### src/hdl/ircpd_pkg.sv
// Package for the IR code pair decompressor: widths, constants and codes.
// Used by the channel interfaces and the core.
`timescale 1ns / 1ps

package ircpd_pkg;

  // Widest pair index the decoder gathers.
  localparam int MAX_INDEX_BITS = 4;

  localparam int TABLE_DEPTH  = 32;
  localparam int PAIR_DEPTH   = TABLE_DEPTH / 2;
  localparam int TABLE_AW     = $clog2(TABLE_DEPTH);
  localparam int PAIR_AW      = $clog2(PAIR_DEPTH);
  localparam int TIME_W       = 16;
  localparam int US_W         = 20;
  localparam int BYTE_W       = 8;
  localparam int BIT_POS_W    = $clog2(BYTE_W);
  localparam int BPI_W        = 3;
  localparam int PAIR_CNT_W   = 8;
  localparam int CFG_IDX_W    = 1;
  localparam int CFG_DATA_W   = 8;

  localparam logic [BPI_W-1:0]      BPI_RESET        = 3'd2;
  localparam logic [PAIR_CNT_W-1:0] PAIR_COUNT_RESET = 8'd1;

  typedef enum logic {
    OP_TABLE_WRITE = 1'b0,
    OP_CODE_BYTE   = 1'b1
  } op_t;

  typedef enum logic [CFG_IDX_W-1:0] {
    CFG_BITS_PER_INDEX = 1'b0,
    CFG_PAIR_COUNT     = 1'b1
  } cfg_reg_t;

endpackage

### src/hdl/ircpd_if.sv
// Valid/ready channel interfaces of the IR code pair decompressor.
// Depends on ircpd_pkg for the payload widths.
`timescale 1ns / 1ps

interface ircpd_in_if;
  logic                            valid;
  logic                            ready;
  logic                            operation;
  logic [ircpd_pkg::TABLE_AW-1:0]  table_address;
  logic [ircpd_pkg::TIME_W-1:0]    table_value;
  logic [ircpd_pkg::BYTE_W-1:0]    code_byte;

  modport source (output valid, operation, table_address, table_value, code_byte,
                  input ready);
  modport sink   (input valid, operation, table_address, table_value, code_byte,
                  output ready);
endinterface

interface ircpd_out_if;
  logic                         valid;
  logic                         ready;
  logic [ircpd_pkg::US_W-1:0]   on_time;
  logic [ircpd_pkg::US_W-1:0]   off_time;
  logic                         last_pair;

  modport source (output valid, on_time, off_time, last_pair, input ready);
  modport sink   (input valid, on_time, off_time, last_pair, output ready);
endinterface

interface ircpd_cfg_if;
  logic                              valid;
  logic                              ready;
  logic [ircpd_pkg::CFG_IDX_W-1:0]   index;
  logic [ircpd_pkg::CFG_DATA_W-1:0]  data;

  modport source (output valid, index, data, input ready);
  modport sink   (input valid, index, data, output ready);
endinterface

### src/hdl/ircpd_ram.sv
// Generic single-write, single-read synchronous RAM with registered read data.
// Standalone; the read register holds its value while no read is issued.
`timescale 1ns / 1ps

module ircpd_ram #(
  parameter int WIDTH = 16,
  parameter int DEPTH = 16
) (
  input  logic                       clk,
  input  logic                       we,
  input  logic [$clog2(DEPTH)-1:0]   waddr,
  input  logic [WIDTH-1:0]           wdata,
  input  logic                       re,
  input  logic [$clog2(DEPTH)-1:0]   raddr,
  output logic [WIDTH-1:0]           rdata
);

  logic [WIDTH-1:0] mem [DEPTH];

  always_ff @(posedge clk) begin
    if (we) begin
      mem[waddr] <= wdata;
    end
    if (re) begin
      rdata <= mem[raddr];
    end
  end

endmodule

### src/hdl/ir_code_pair_decompressor_core.sv
// IR code pair decompressor core; depends on ircpd_pkg, ircpd_if and ircpd_ram.
// Path: once an index's last bit is unpacked, its pair is read into the RAM output register
// and then moved into the output register as soon as that register is free or being read.
// Throughput: a code byte is unpacked one bit per cycle unless an output stall holds it, up
// to its eighth bit, fewer if the code's last pair ends it; one further word is held meanwhile.
// Reset clears control state, loads bits_per_index = 2 and pair_count = 1; table undefined.
`timescale 1ns / 1ps

module ir_code_pair_decompressor_core (
  input  logic        clk,
  input  logic        rst_n,
  ircpd_in_if.sink    in_chan,
  ircpd_out_if.source out_chan,
  ircpd_cfg_if.sink   cfg_chan
);
  import ircpd_pkg::*;

  // The time table is split into two banks: even words hold on times and odd
  // words hold off times, so one read address fetches a whole pair at once.

  // Configuration registers.
  logic [BPI_W-1:0]      bpi_r;
  logic [PAIR_CNT_W-1:0] pair_count_r;

  // Holding word: takes a new input word while the unpacker is still busy.
  logic                  hold_v_r;
  logic                  hold_op_r;
  logic [TABLE_AW-1:0]   hold_addr_r;
  logic [TIME_W-1:0]     hold_value_r;
  logic [BYTE_W-1:0]     hold_byte_r;

  // Current word in the unpacker.
  logic                  busy_r;
  op_t                   cur_op_r;
  logic [TABLE_AW-1:0]   cur_addr_r;
  logic [TIME_W-1:0]     cur_value_r;
  logic [BYTE_W-1:0]     sh_r;
  logic [BIT_POS_W-1:0]  pos_r;

  // Decoding state carried across bytes.
  logic [MAX_INDEX_BITS-1:0] partial_r;
  logic [BPI_W-1:0]          cnt_r;
  logic [PAIR_CNT_W-1:0]     pairs_r;

  // Read stage: a pair read is in flight or waiting in the RAM output register.
  logic                  rd_v_r;
  logic                  rd_last_r;

  // Output register.
  logic                  out_v_r;
  logic [US_W-1:0]       on_r;
  logic [US_W-1:0]       off_r;
  logic                  last_r;

  logic [TIME_W-1:0]     even_q;
  logic [TIME_W-1:0]     odd_q;

  // Combinational control.
  logic [BPI_W-1:0]          width;
  logic [MAX_INDEX_BITS-1:0] idx_mask;
  logic [MAX_INDEX_BITS:0]   shifted;
  logic [MAX_INDEX_BITS-1:0] partial_nxt;
  logic [BPI_W-1:0]          cnt_nxt;
  logic [MAX_INDEX_BITS-1:0] idx;
  logic [MAX_INDEX_BITS+PAIR_AW-1:0] idx_ext;
  logic [PAIR_AW-1:0]        raddr;
  logic [PAIR_CNT_W-1:0]     pairs_inc;
  logic                      step;
  logic                      complete;
  logic                      is_last;
  logic                      rd_move;
  logic                      issue_ok;
  logic                      advance;
  logic                      byte_done;
  logic                      done_now;
  logic                      free;
  logic                      in_acc;
  logic                      load_in;
  logic                      load_hold;
  logic                      we_even;
  logic                      we_odd;

  function automatic logic [US_W-1:0] times_ten(input logic [TIME_W-1:0] v);
    logic [US_W-1:0] w;
    w = {{(US_W - TIME_W){1'b0}}, v};
    return (w << 3) + (w << 1);
  endfunction

  // Effective index width: zero acts as one, anything above the maximum is clamped.
  always_comb begin
    width = bpi_r;
    if (bpi_r == '0) begin
      width = BPI_W'(1);
    end else if (int'(bpi_r) > MAX_INDEX_BITS) begin
      width = BPI_W'(MAX_INDEX_BITS);
    end
    idx_mask = ~({MAX_INDEX_BITS{1'b1}} << width);
  end

  // One packed bit per cycle unless a pending read stalls it, most significant first.
  assign shifted     = {partial_r, sh_r[BYTE_W-1]};
  assign partial_nxt = shifted[MAX_INDEX_BITS-1:0];
  assign cnt_nxt     = cnt_r + BPI_W'(1);
  assign complete    = (cnt_nxt >= width);
  assign idx         = partial_nxt & idx_mask;
  assign idx_ext     = {{PAIR_AW{1'b0}}, idx};
  assign raddr       = idx_ext[PAIR_AW-1:0];
  assign pairs_inc   = pairs_r + PAIR_CNT_W'(1);
  assign is_last     = complete && (pairs_inc == pair_count_r);

  // A new read may only be issued once the previous pair has left the RAM register.
  assign rd_move   = rd_v_r && (!out_v_r || out_chan.ready);
  assign issue_ok  = !rd_v_r || rd_move;
  assign step      = busy_r && (cur_op_r == OP_CODE_BYTE);
  assign advance   = step && (!complete || issue_ok);
  // The byte ends after its eighth bit, or early once the last pair of a code is out.
  assign byte_done = advance && (is_last || (pos_r == BIT_POS_W'(BYTE_W - 1)));
  assign done_now  = busy_r && ((cur_op_r == OP_TABLE_WRITE) || byte_done);
  assign free      = !busy_r || done_now;

  // No word is taken while reset is held.
  assign in_chan.ready = rst_n && !hold_v_r;
  assign in_acc        = in_chan.valid && in_chan.ready;
  assign load_hold     = hold_v_r && free;
  assign load_in       = in_acc && free;

  assign we_even = busy_r && (cur_op_r == OP_TABLE_WRITE) && !cur_addr_r[0];
  assign we_odd  = busy_r && (cur_op_r == OP_TABLE_WRITE) && cur_addr_r[0];

  ircpd_ram #(.WIDTH(TIME_W), .DEPTH(PAIR_DEPTH)) u_even_ram (
    .clk   (clk),
    .we    (we_even),
    .waddr (cur_addr_r[TABLE_AW-1:1]),
    .wdata (cur_value_r),
    .re    (advance && complete),
    .raddr (raddr),
    .rdata (even_q)
  );

  ircpd_ram #(.WIDTH(TIME_W), .DEPTH(PAIR_DEPTH)) u_odd_ram (
    .clk   (clk),
    .we    (we_odd),
    .waddr (cur_addr_r[TABLE_AW-1:1]),
    .wdata (cur_value_r),
    .re    (advance && complete),
    .raddr (raddr),
    .rdata (odd_q)
  );

  assign cfg_chan.ready = rst_n;

  always_ff @(posedge clk) begin
    if (!rst_n) begin
      bpi_r        <= BPI_RESET;
      pair_count_r <= PAIR_COUNT_RESET;
    end else if (cfg_chan.valid) begin
      unique case (cfg_reg_t'(cfg_chan.index))
        CFG_BITS_PER_INDEX: bpi_r        <= cfg_chan.data[BPI_W-1:0];
        CFG_PAIR_COUNT:     pair_count_r <= cfg_chan.data[PAIR_CNT_W-1:0];
      endcase
    end
  end

  // Holding word and unpacker.
  always_ff @(posedge clk) begin
    if (!rst_n) begin
      hold_v_r  <= 1'b0;
      busy_r    <= 1'b0;
      partial_r <= '0;
      cnt_r     <= '0;
      pairs_r   <= '0;
    end else begin
      if (in_acc && !free) begin
        hold_v_r <= 1'b1;
      end else if (load_hold) begin
        hold_v_r <= 1'b0;
      end

      if (load_hold || load_in) begin
        busy_r <= 1'b1;
      end else if (done_now) begin
        busy_r <= 1'b0;
      end

      if (advance) begin
        if (complete) begin
          partial_r <= '0;
          cnt_r     <= '0;
          pairs_r   <= is_last ? '0 : pairs_inc;
        end else begin
          partial_r <= partial_nxt;
          cnt_r     <= cnt_nxt;
        end
      end
    end
  end

  always_ff @(posedge clk) begin
    if (in_acc && !free) begin
      hold_op_r    <= in_chan.operation;
      hold_addr_r  <= in_chan.table_address;
      hold_value_r <= in_chan.table_value;
      hold_byte_r  <= in_chan.code_byte;
    end

    if (load_hold) begin
      cur_op_r    <= op_t'(hold_op_r);
      cur_addr_r  <= hold_addr_r;
      cur_value_r <= hold_value_r;
      sh_r        <= hold_byte_r;
      pos_r       <= '0;
    end else if (load_in) begin
      cur_op_r    <= op_t'(in_chan.operation);
      cur_addr_r  <= in_chan.table_address;
      cur_value_r <= in_chan.table_value;
      sh_r        <= in_chan.code_byte;
      pos_r       <= '0;
    end else if (advance) begin
      sh_r  <= sh_r << 1;
      pos_r <= pos_r + BIT_POS_W'(1);
    end
  end

  // Read stage and output register.
  always_ff @(posedge clk) begin
    if (!rst_n) begin
      rd_v_r  <= 1'b0;
      out_v_r <= 1'b0;
    end else begin
      if (advance && complete) begin
        rd_v_r <= 1'b1;
      end else if (rd_move) begin
        rd_v_r <= 1'b0;
      end

      if (rd_move) begin
        out_v_r <= 1'b1;
      end else if (out_chan.ready) begin
        out_v_r <= 1'b0;
      end
    end
  end

  always_ff @(posedge clk) begin
    if (advance && complete) begin
      rd_last_r <= is_last;
    end
    if (rd_move) begin
      on_r   <= times_ten(even_q);
      off_r  <= times_ten(odd_q);
      last_r <= rd_last_r;
    end
  end

  assign out_chan.valid     = out_v_r;
  assign out_chan.on_time   = on_r;
  assign out_chan.off_time  = off_r;
  assign out_chan.last_pair = last_r;

endmodule
### src/flat_wrapper.sv
// flat-port wrapper written by rule: the top's interface ports become plain ports
module ir_code_pair_decompressor_core_flat import ircpd_pkg::*;
  (clk, rst_n, in_chan_valid, in_chan_operation, in_chan_table_address, in_chan_table_value, in_chan_code_byte, in_chan_ready, out_chan_valid, out_chan_on_time, out_chan_off_time, out_chan_last_pair, out_chan_ready, cfg_chan_valid, cfg_chan_index, cfg_chan_data, cfg_chan_ready);
  ircpd_in_if in_chan_i ();
  ircpd_out_if out_chan_i ();
  ircpd_cfg_if cfg_chan_i ();
  input  logic clk;
  input  logic rst_n;
  input wire logic [$bits(in_chan_i.valid)-1:0] in_chan_valid;
  input wire logic [$bits(in_chan_i.operation)-1:0] in_chan_operation;
  input wire logic [$bits(in_chan_i.table_address)-1:0] in_chan_table_address;
  input wire logic [$bits(in_chan_i.table_value)-1:0] in_chan_table_value;
  input wire logic [$bits(in_chan_i.code_byte)-1:0] in_chan_code_byte;
  output wire logic [$bits(in_chan_i.ready)-1:0] in_chan_ready;
  output wire logic [$bits(out_chan_i.valid)-1:0] out_chan_valid;
  output wire logic [$bits(out_chan_i.on_time)-1:0] out_chan_on_time;
  output wire logic [$bits(out_chan_i.off_time)-1:0] out_chan_off_time;
  output wire logic [$bits(out_chan_i.last_pair)-1:0] out_chan_last_pair;
  input wire logic [$bits(out_chan_i.ready)-1:0] out_chan_ready;
  input wire logic [$bits(cfg_chan_i.valid)-1:0] cfg_chan_valid;
  input wire logic [$bits(cfg_chan_i.index)-1:0] cfg_chan_index;
  input wire logic [$bits(cfg_chan_i.data)-1:0] cfg_chan_data;
  output wire logic [$bits(cfg_chan_i.ready)-1:0] cfg_chan_ready;
  assign in_chan_i.valid = in_chan_valid;
  assign in_chan_i.operation = in_chan_operation;
  assign in_chan_i.table_address = in_chan_table_address;
  assign in_chan_i.table_value = in_chan_table_value;
  assign in_chan_i.code_byte = in_chan_code_byte;
  assign in_chan_ready = in_chan_i.ready;
  assign out_chan_valid = out_chan_i.valid;
  assign out_chan_on_time = out_chan_i.on_time;
  assign out_chan_off_time = out_chan_i.off_time;
  assign out_chan_last_pair = out_chan_i.last_pair;
  assign out_chan_i.ready = out_chan_ready;
  assign cfg_chan_i.valid = cfg_chan_valid;
  assign cfg_chan_i.index = cfg_chan_index;
  assign cfg_chan_i.data = cfg_chan_data;
  assign cfg_chan_ready = cfg_chan_i.ready;
  ir_code_pair_decompressor_core u_core (.clk(clk), .rst_n(rst_n), .in_chan(in_chan_i), .out_chan(out_chan_i), .cfg_chan(cfg_chan_i));
endmodule
### config.mk
export PLATFORM = sky130hd
export DESIGN_NAME = ir_code_pair_decompressor_core_flat
export DESIGN_NICKNAME = d
export VERILOG_FILES = /design/src/hdl/ircpd_pkg.sv /design/src/hdl/ircpd_if.sv /design/src/hdl/ircpd_ram.sv /design/src/hdl/ir_code_pair_decompressor_core.sv /design/src/flat_wrapper.sv
export SDC_FILE = /design/constraint.sdc
export NUM_CORES = 1
export LEC_CHECK = 0
export BUFFER_PORTS_ARGS = -buffer_cell sky130_fd_sc_hd__clkbuf_2
export CAP_MARGIN = 25
export CORE_ASPECT_RATIO = 1.25
export CORE_UTILIZATION = 45
export CTS_CLUSTER_SIZE = 20
export DETAILED_ROUTE_END_ITERATION = 10
export SKIP_CTS_REPAIR_TIMING = 1
export SLEW_MARGIN = 40
export SYNTH_ARGS = -nofsm -noshare
export SYNTH_HDL_FRONTEND = slang
export SYNTH_SLANG_ARGS = --single-unit
### constraint.sdc
create_clock -name clk -period 8.8 [get_ports clk]
set_input_delay 0.88 -clock clk [delete_from_list [all_inputs] [get_ports clk]]
set_output_delay 0.88 -clock clk [all_outputs]
set_load 0.005 [all_outputs]
==> results.json <==
{
  "worstSetupStartpoint": "u_core.cnt_r[0]",
  "hold_path.class": "register to register",
  "grtUsageTotal": 0.1831,
  "outcome": "finished, final reports clean",
  "synth_edf_count": 644,
  "setup_tns_ps": 0,
  "post-dp-hpwl_um": 33720,
  "cts_tree": "done",
  "powerDensity_nw_per_um2": 213.9,
  "worstSetupPathType": "register to register",
  "synth_ff_type": "edfxtp_1",
  "synth.most_common_cell": "edfxtp_1",
  "synth-adder-area-share": 0.01770,
  "power.internal_mw": 5.281,
  "portBuffers": 85,
  "r2r-start": "u_core.cnt_r[0]",
  "syn_area_per_cell_um2": 18.46,
  "end_kind": "register",
  "yosysSeqAreaShare": 0.7397,
  "ant_nets": 0,
  "grt_max_degree": 74,
  "ys_seq_elements": 676,
  "viasPerCell": 5.629,
  "pwr-share-seq": 0.542,
  "dr_total_vias": 13537,
  "cts_max_level": 3,
  "hold_start": "u_core.rd_last_r",
  "finalWirelength_um": 54990,
  "netlist_top_cells_area": "edfxtp_1, mux4_2, dfxtp_1",
  "syn_area_um2": 27010,
  "synth_top_cell_by_area": "edfxtp_1",
  "first_pass_iters": 5,
  "rows": 100,
  "grt_pass1_wl_um": 83420,
  "synth_xor_area_frac": 0.01038,
  "relSlewSlack": 0.4376,
  "max_slew.worst_pin.slew_ps": 843.7,
  "met1_length_um": 23890,
  "postSynthCellCount": 1463,
  "io_pins": 88,
  "numCtsBuffers": 68,
  "path_max_fanout": 33,
  "post-route-period-util": 0.4126,
  "drive_gt1_frac": 0.2476,
  "die_area_um2": 61010,
  "startpoint_type": "register",
  "clkPwrFrac": 0.413,
  "die_y_um": 275.9,
  "clk_latency_ps": 590,
  "highest_layer": "met4",
  "synthMuxAreaShare": 0.1209,
  "grt-ovfl-total": 0,
  "cts.sinks": 676,
  "clk_pin_slew_ps": 60,
  "max_freq_mhz": 275.4,
  "root_buffer": "clkbuf_16",
  "cap_violations": 0,
  "synthSimpleGateAreaFrac": 0.04971,
  "p_leak_nw": 10.10,
  "nets": 1676,
  "initial_utilization": 0.4545,
  "routedWlPerCell_um": 22.86,
  "finalHoldViolCount": 0,
  "area_growth_pct": 14.84,
  "fin_skew_ps": 18.21,
  "final.min_clock_period_ps": 3631,
  "clk_path_buf_depth": 3,
  "synth_top_family_by_area": "multiplexers",
  "final_util": 0.5219,
  "drt_iter0_drc": 1070,
  "place_ws_ps": 5073,
  "route.met2.wl_um": 27640,
  "ys_types": 59,
  "rsz0062_at_grt": "false",
  "grt_pass1_vias": 13867,
  "core_um2": 59430,
  "antennaDiodeCount": 0,
  "worst_slack_ps": 5169,
  "setup_viol": 0,
  "synth_commonest_cells": "edfxtp_1, mux4_2, nand2_1",
  "worst_ep_required_time_ps": 9060,
  "power_mw": 6.634,
  "synth.top_cell.area_share": 0.7160,
  "synth-compound-area-share": 0.04656,
  "grt_antenna_before_repair": 0,
  "wl_met3_um": 2717,
  "combPwrFrac": 0.045,
  "drv_slew": 0,
  "fp.dieW_um": 221.1,
  "async_flop_share": 0,
  "ir_worst_vdd_uv": 145.9,
  "p_sw_mw": 1.353,
  "yosys_warnings": 0,
  "swShare": 0.2039,
  "arrival_ps": 3890,
  "drc": 0,
  "place_congestion": 0.7908
}
[sequential cells by signal (all words and copies together) (netlist names), 16 cells and up]
register and count:
u_core.cur_value_r 16, u_core.out_chan.off_time 19, u_core.hold_value_r 16, u_core.u_even_ram.rdata 16, u_core.out_chan.on_time 19, u_core.u_odd_ram.rdata 16, u_core.u_odd_ram.mem 256, u_core.u_even_ram.mem 256
[worst paths after layout]
kind	end	depth (start not counted)	slack [ps]
worst max-delay path	u_core.sh_r[5]	10	5170
worst min-delay path	u_core.out_chan.last_pair	0	420
worst max register to register	u_core.sh_r[5]	10	5170
worst min register to register	u_core.out_chan.last_pair	0	420
[power by group through the flow]
stage          registers (mW)  clock network (mW)  logic (mW)
2_1_floorplan            3.65                   0       0.199
3_3_place_gp             3.68                   0       0.259
3_5_place_dp             3.66                   0       0.304
4_1_cts                  3.60                2.80       0.304
5_1_grt                  3.60                2.92       0.328
6_report                 3.60                2.74       0.299
[cell usage in the layout (no fill, tap or decap), types with 24 or more instances in the layout]
cell	count
edfxtp_1	644
mux4_2	128
nand2_1	99
clkbuf_2	85
clkbuf_16	73
a31oi_1	41
and2_1	37
ha_1	35
a211oi_1	34
dfxtp_1	32
nor2_1	31
buf_6	29
inv_1	25
nand3_1	24
[stage by stage]
stage	cell area, um^2	std cells	hold slack (ps)
final	31020	2405	424.7
after detailed placement	28930	2290	411.0
after CTS	31010	2405	426.0
after floorplan	27010	1464	400.3
after global placement	28380	2258	417.6
after global routing	31020	2405	438.6
[final cells by class]
| cell class | count | area (um^2) |
|---|---|---|
| clock buffers | 86 | 1876 |
| multi-input cells | 695 | 6962 |
| fillers | 4683 | 28410 |
| flip-flops and latches | 676 | 19980 |
| repair buffers | 128 | 942.2 |
| inverters | 26 | 97.59 |
| well taps | 765 | 957.2 |
| clock inverters | 29 | 205.2 |
[routing by layer]
layer | track usage | vias up
met5 | 0 | -
li1 | - | 6129
met3 | 0.02801 | 49
met4 | 0.05539 | 0
met1 | 0.2463 | 7020
met2 | 0.3102 | 339
[cells by family after synthesis]
group                    Yosys count
flip-flops                       676
adder cells (fa/ha/maj)           37
other                              1
AND/OR/NAND/NOR                  283
XOR/XNOR                          32
multiplexers                     156
AO/OA/AOI/OAI                    185
buffers and inverters             93
[critical path, cell delays in order (launching register included)]
cell	delay (ps)
dfxtp_1	340
ha_1	210
xor2_1	160
ha_1	300
nand3_1	90
and2_1	190
nor4_1	350
o2111ai_2	480
a221oi_4	400
buf_4	400
nand2b_1	380
(Power assumes the default switching activity.)
